[src/design/npc_pkg.sv]
// Shared types, palette table and weights for the nearest palette color search.
`default_nettype none
package npc_pkg;

	localparam int unsigned PAL_LEN = 16;
	localparam int unsigned IDX_W   = 4;
	localparam int unsigned DIST_W  = 29;

	localparam logic [5:0] W_R = 6'd30;
	localparam logic [5:0] W_G = 6'd59;
	localparam logic [5:0] W_B = 6'd11;

	localparam logic [DIST_W-1:0] DIST_MAX = '1;

	localparam logic [7:0] PAL_R [PAL_LEN] = '{
		8'd0,   8'd29,  8'd126, 8'd0,   8'd171, 8'd95,  8'd194, 8'd255,
		8'd255, 8'd255, 8'd255, 8'd0,   8'd41,  8'd131, 8'd255, 8'd255
	};
	localparam logic [7:0] PAL_G [PAL_LEN] = '{
		8'd0,   8'd43,  8'd37,  8'd135, 8'd82,  8'd87,  8'd195, 8'd241,
		8'd0,   8'd163, 8'd236, 8'd228, 8'd173, 8'd118, 8'd119, 8'd204
	};
	localparam logic [7:0] PAL_B [PAL_LEN] = '{
		8'd0,   8'd83,  8'd83,  8'd81,  8'd54,  8'd79,  8'd199, 8'd232,
		8'd77,  8'd0,   8'd39,  8'd54,  8'd255, 8'd156, 8'd168, 8'd170
	};

	// Request traveling along the cell chain with the best match so far.
	typedef struct packed {
		logic              valid;
		logic [7:0]        red;
		logic [7:0]        green;
		logic [7:0]        blue;
		logic [DIST_W-1:0] best_d;
		logic [IDX_W-1:0]  best_idx;
	} npc_link_t;

endpackage
`default_nettype wire

[src/design/npc_cell.sv]
// One palette entry: weighted distance in three stages, the last of which keeps the nearer entry.
`default_nettype none
module npc_cell (
	input  wire logic              clk,
	input  wire logic              arst_n,
	input  wire logic              en,
	input  wire logic [3:0]        entry_idx,
	input  wire npc_pkg::npc_link_t link_in,
	output npc_pkg::npc_link_t     link_out
);
	import npc_pkg::*;

	npc_link_t link_s1, link_s2, link_s3;
	logic [7:0]  pr, pg, pb;
	logic [7:0]  diff_r, diff_g, diff_b;
	logic [12:0] wr_d, wr_s1;
	logic [13:0] wg_d, wg_s1;
	logic [11:0] wb_d, wb_s1;
	logic [25:0] sq_r_s2;
	logic [27:0] sq_g_s2;
	logic [22:0] sq_b_s2;
	logic [DIST_W-1:0] dist_sum;

	always_comb begin
		pr = PAL_R[entry_idx];
		pg = PAL_G[entry_idx];
		pb = PAL_B[entry_idx];
		diff_r = (link_in.red >= pr) ? link_in.red - pr : pr - link_in.red;
		diff_g = (link_in.green >= pg) ? link_in.green - pg : pg - link_in.green;
		diff_b = (link_in.blue >= pb) ? link_in.blue - pb : pb - link_in.blue;
		wr_d = 13'(diff_r) * 13'(W_R);
		wg_d = 14'(diff_g) * 14'(W_G);
		wb_d = 12'(diff_b) * 12'(W_B);
		dist_sum = DIST_W'(sq_r_s2) + DIST_W'(sq_g_s2) + DIST_W'(sq_b_s2);
	end

	always_ff @(posedge clk or negedge arst_n) begin
		if (!arst_n) begin
			link_s1 <= '0;
			link_s2 <= '0;
			link_s3 <= '0;
			wr_s1   <= '0;
			wg_s1   <= '0;
			wb_s1   <= '0;
			sq_r_s2 <= '0;
			sq_g_s2 <= '0;
			sq_b_s2 <= '0;
		end else if (en) begin
			link_s1.valid    <= link_in.valid;
			link_s1.red      <= link_in.red;
			link_s1.green    <= link_in.green;
			link_s1.blue     <= link_in.blue;
			link_s1.best_d   <= link_in.best_d;
			link_s1.best_idx <= link_in.best_idx;
			wr_s1 <= wr_d;
			wg_s1 <= wg_d;
			wb_s1 <= wb_d;

			link_s2.valid    <= link_s1.valid;
			link_s2.red      <= link_s1.red;
			link_s2.green    <= link_s1.green;
			link_s2.blue     <= link_s1.blue;
			link_s2.best_d   <= link_s1.best_d;
			link_s2.best_idx <= link_s1.best_idx;
			sq_r_s2 <= 26'(wr_s1) * 26'(wr_s1);
			sq_g_s2 <= 28'(wg_s1) * 28'(wg_s1);
			sq_b_s2 <= 23'(wb_s1) * 23'(wb_s1);

			link_s3.valid <= link_s2.valid;
			link_s3.red   <= link_s2.red;
			link_s3.green <= link_s2.green;
			link_s3.blue  <= link_s2.blue;
			// strict less-than keeps the lowest index on ties
			if (dist_sum < link_s2.best_d) begin
				link_s3.best_d   <= dist_sum;
				link_s3.best_idx <= entry_idx;
			end else begin
				link_s3.best_d   <= link_s2.best_d;
				link_s3.best_idx <= link_s2.best_idx;
			end
		end
	end

	assign link_out = link_s3;

endmodule
`default_nettype wire

[config.mk]
export PLATFORM = sky130hd
export DESIGN_NAME = npc_cell
export DESIGN_NICKNAME = d
export VERILOG_FILES = /design/src/design/npc_pkg.sv /design/src/design/npc_cell.sv
export SDC_FILE = /design/constraint.sdc
export NUM_CORES = 2
export LEC_CHECK = 0
export BUFFER_PORTS_ARGS = -buffer_cell sky130_fd_sc_hd__buf_2
export CAP_MARGIN = 20
export CORE_MARGIN = 8
export CORE_UTILIZATION = 45
export DETAILED_ROUTE_END_ITERATION = 10
export GPL_TIMING_DRIVEN = 0
export PLACE_DENSITY = 0.63
export REMOVE_ABC_BUFFERS = 1
export SLEW_MARGIN = 10
export SYNTH_ARGS = -nofsm -noshare
export SYNTH_HDL_FRONTEND = slang
export SYNTH_SLANG_ARGS = --single-unit
[constraint.sdc]
create_clock -name clk -period 7.2 [get_ports clk]
set_input_delay 1.08 -clock clk [delete_from_list [all_inputs] [get_ports clk]]
set_output_delay 1.08 -clock clk [all_outputs]
set_load 0.1 [all_outputs]
==> qor.csv <==
stage,metric,value,unit
global_route,via count of the first global-routing pass,21200,
clock_tree,largest buffer count on any clock path,3,
finish,proportion of layout cells with a drive suffix above 1,0.141,
finish,most frequent cells in the layout,"sky130_fd_sc_hd__inv_1, sky130_fd_sc_hd__ha_1, sky130_fd_sc_hd__fa_1",
clock_tree,"Reg clk slew, reported paths",0.06,ns
place,estimated wirelength of the detail-placed design,50200,um
detailed_routing,router iterations before antenna repair,5,
floorplan,DIE HEIGHT,277,um
floorplan,Row Count,95,
floorplan,DIE WIDTH,277,um
critical_path,delay contributed by the slowest stage of the critical path,0.50,ns
critical_path,top fanout value on the critical path,9,
critical_path,Worst Setup End Kind,flop,
yosys,number of distinct library cells after synthesis,72,
status,status,"complete, no violations",
finish,layout overhead on the synthesized area,9.88,%
clock_tree,number of hold buffers added after cts,0,
sta,total setup violations reported at the end of the flow,0,
sta,relative slew slack,0.372,
finish,area of combinational cells with multiple inputs,21500,um^2
yosys,Post-Synthesis Cells,3059,
detailed_routing,vias after detailed routing,20700,
yosys,Yosys warning count,0,
finish,Storage cell area,7110,um^2
yosys,most used flip-flop cell after synthesis,sky130_fd_sc_hd__dfrtp_1,
sta,maximum clock skew at final layout,0.0205,ns
detailed_routing,Routed met3 length,1980,um
detailed_routing,remaining antenna violation count,0,
critical_path,"Max stage delay cell, worst path",sky130_fd_sc_hd__fa_1,
floorplan,Die Area,76700,um^2
critical_path,count of buffering cells on the critical path with inverters included,4,
sta,final count of hold timing violations,0,
sta,Period minus WS final,6.82,ns
flow_run,max-capacitance violation count,0,
global_route,all-layer global routing usage,0.165,
sta,Max Clock Freq,147,MHz
place,Placed Instances,3955,
clock_tree,cell at the root of the clock tree,sky130_fd_sc_hd__clkbuf_16,
clock_tree,number of H-tree branching levels,2,
detailed_routing,highest metal layer used by the detailed router,met4,
critical_path,critical path data required time,7.64,ns
detailed_routing,total length of routed wires,62700,um
detailed_routing,met2 wire length,28900,um
sta,final-report max-slew violation count,0,
finish,Antenna Cells,0,
critical_path,arrival time of the worst setup path,7.26,ns
global_route,antenna violations before repair,0,
finish,"most common cell after layout, fill and taps aside",sky130_fd_sc_hd__inv_1,
global_route,global-route wire length before repair,107000,um
critical_path,sort of element at the start of the critical path,input pin,
sta,minimum hold slack,0.437,ns
detailed_routing,remaining design rule violation count,0,
yosys,per-instance average area after synthesis,10.0,um^2
place,worst-case setup slack after placement,-1.34,ns
clock_tree,clock latency reported for the late side of the worst-skew pair,0.56,ns
floorplan,number of top-level pins,123,
sta,measured slew at the worst slew-check pin,0.934,ns
clock_tree,TritonCTS clock tree,built,
finish,Finished Layout Cells,4028,
critical_path,type of the worst setup path,input pin to flop,
clock_tree,Num Clock Sinks,284,
global_route,GRT Residual Overflow,0,
yosys,post-synth design cell area,30600,um^2
detailed_routing,Detailed Route Iter0 Violations,856,
floorplan,effective utilization at floorplan,0.455,
critical_path,crit-path leading delay family,adder cells,
place,IO buf count,122,
clock_tree,number of buffers added by the clock tree synthesis step,37,
global_route,largest net degree at the start of global routing,121,
yosys,"flops & latches, synth",284,
yosys,proportion of register bits with asynchronous set or reset after synthesis,1.00,
yosys,"EDFF count, synth",0,
sta,post-route setup slack,0.381,ns
floorplan,core area,67300,um^2
min_path,type of the most critical hold path,input pin to asynchronous set/reset pin,
detailed_routing,routed wirelength normalized by instance count,15.6,um
sta,fraction of the cycle the final worst path needs,0.947,
place,placer congestion estimate,0.830,
yosys,sequential cell area fraction in the yosys report,0.232,
detailed_routing,Met1 Wirelength,30500,um
finish,Layout Nets,3904,
finish,utilization after layout,0.500,
detailed_routing,mean number of vias per cell,5.14,
finish,filler cell count in the final layout,6254,
[timing repair]
action	CTS	global route
pin swaps	0	4
gates resized for setup	9	28
setup buffers	4	5
setup endpoints to repair	6	9
[kinds of logic after synthesis]
| family | synth area share |
|---|---|
| buf+inv | 0.0716 |
| simple gates | 0.100 |
| other cells | 0.000122 |
| fa+ha+maj | 0.372 |
| compound gates | 0.102 |
| flops | 0.232 |
| xor+xnor | 0.0386 |
| mux | 0.0841 |
[layout make-up]
| type | count | area share |
|---|---|---|
| repair buffers | 144 | 0.0271 |
| clock inverters | 17 | 0.00814 |
| flip-flops and latches | 284 | 0.211 |
| well taps | 873 | 0.0325 |
| clock buffers | 47 | 0.0301 |
| multi-input cells | 2193 | 0.638 |
| inverters | 470 | 0.0525 |
[final timing paths]
path	startpoint	end	slack, ns	depth (start not counted)
max in group asynchronous	arst_n	link_s1[33]$_DFFE_PN0P_	5.57	3
setup reg to reg	wg_s1[2]$_DFFE_PN0P_	sq_g_s2[25]$_DFFE_PN0P_	0.47	20
hold reg to reg	link_out[7]$_DFFE_PN0P_	link_out[7]$_DFFE_PN0P_	0.48	2
min in group clk	link_out[7]$_DFFE_PN0P_	link_out[7]$_DFFE_PN0P_	0.48	2
setup / recovery	entry_idx[0]	wg_s1[12]$_DFFE_PN0P_	0.38	27
hold / removal	arst_n	link_out[26]$_DFFE_PN0P_	0.44	1
[per-stage QoR]
step	setup TNS, ns	cell area [um^2]
4_1_cts	-0.000233	33500
6_report	0	33700
3_3_place_gp	-452.69	31900
5_1_grt	-0.0336	33700
3_5_place_dp	-8.87	32100
2_1_floorplan	-67.28	30200
[routing by layer]
metal  GRT usage  vias to the layer above
met5           0                        -
met4      0.0384                        0
met3      0.0226                       72
met2       0.272                      255
met1       0.229                    10200
li1            -                    10200
[Yosys cell counts, drive strengths merged (20+ instances only)]
cell	count	area [um^2]
dfrtp	284	7110
mux2i	51	510
o21ai	121	606
nand3	25	125
o21a	27	203
xnor2	96	841
a21o	57	428
xor2	39	342
nor2b	39	244
nand2	191	717
ha	374	4680
and2	134	838
o21bai	20	150
fa	335	6710
nor3	22	110
mux2	183	2060
inv	469	1760
nand2b	26	163
clkbuf	96	362
nor2	143	537
a21oi	151	771
[state kept, by name, summed over array words and instances, names as in the netlist]
name / cells
link_s1: 58
wb_s1: 12
wr_s1: 12
link_out: 58
wg_s1: 14
sq_b_s2: 22
sq_r_s2: 23
sq_g_s2: 27
link_s2: 58
Power is not shown: default switching activity piles up to over one toggle a cycle in this logic, so the estimate is an artifact.
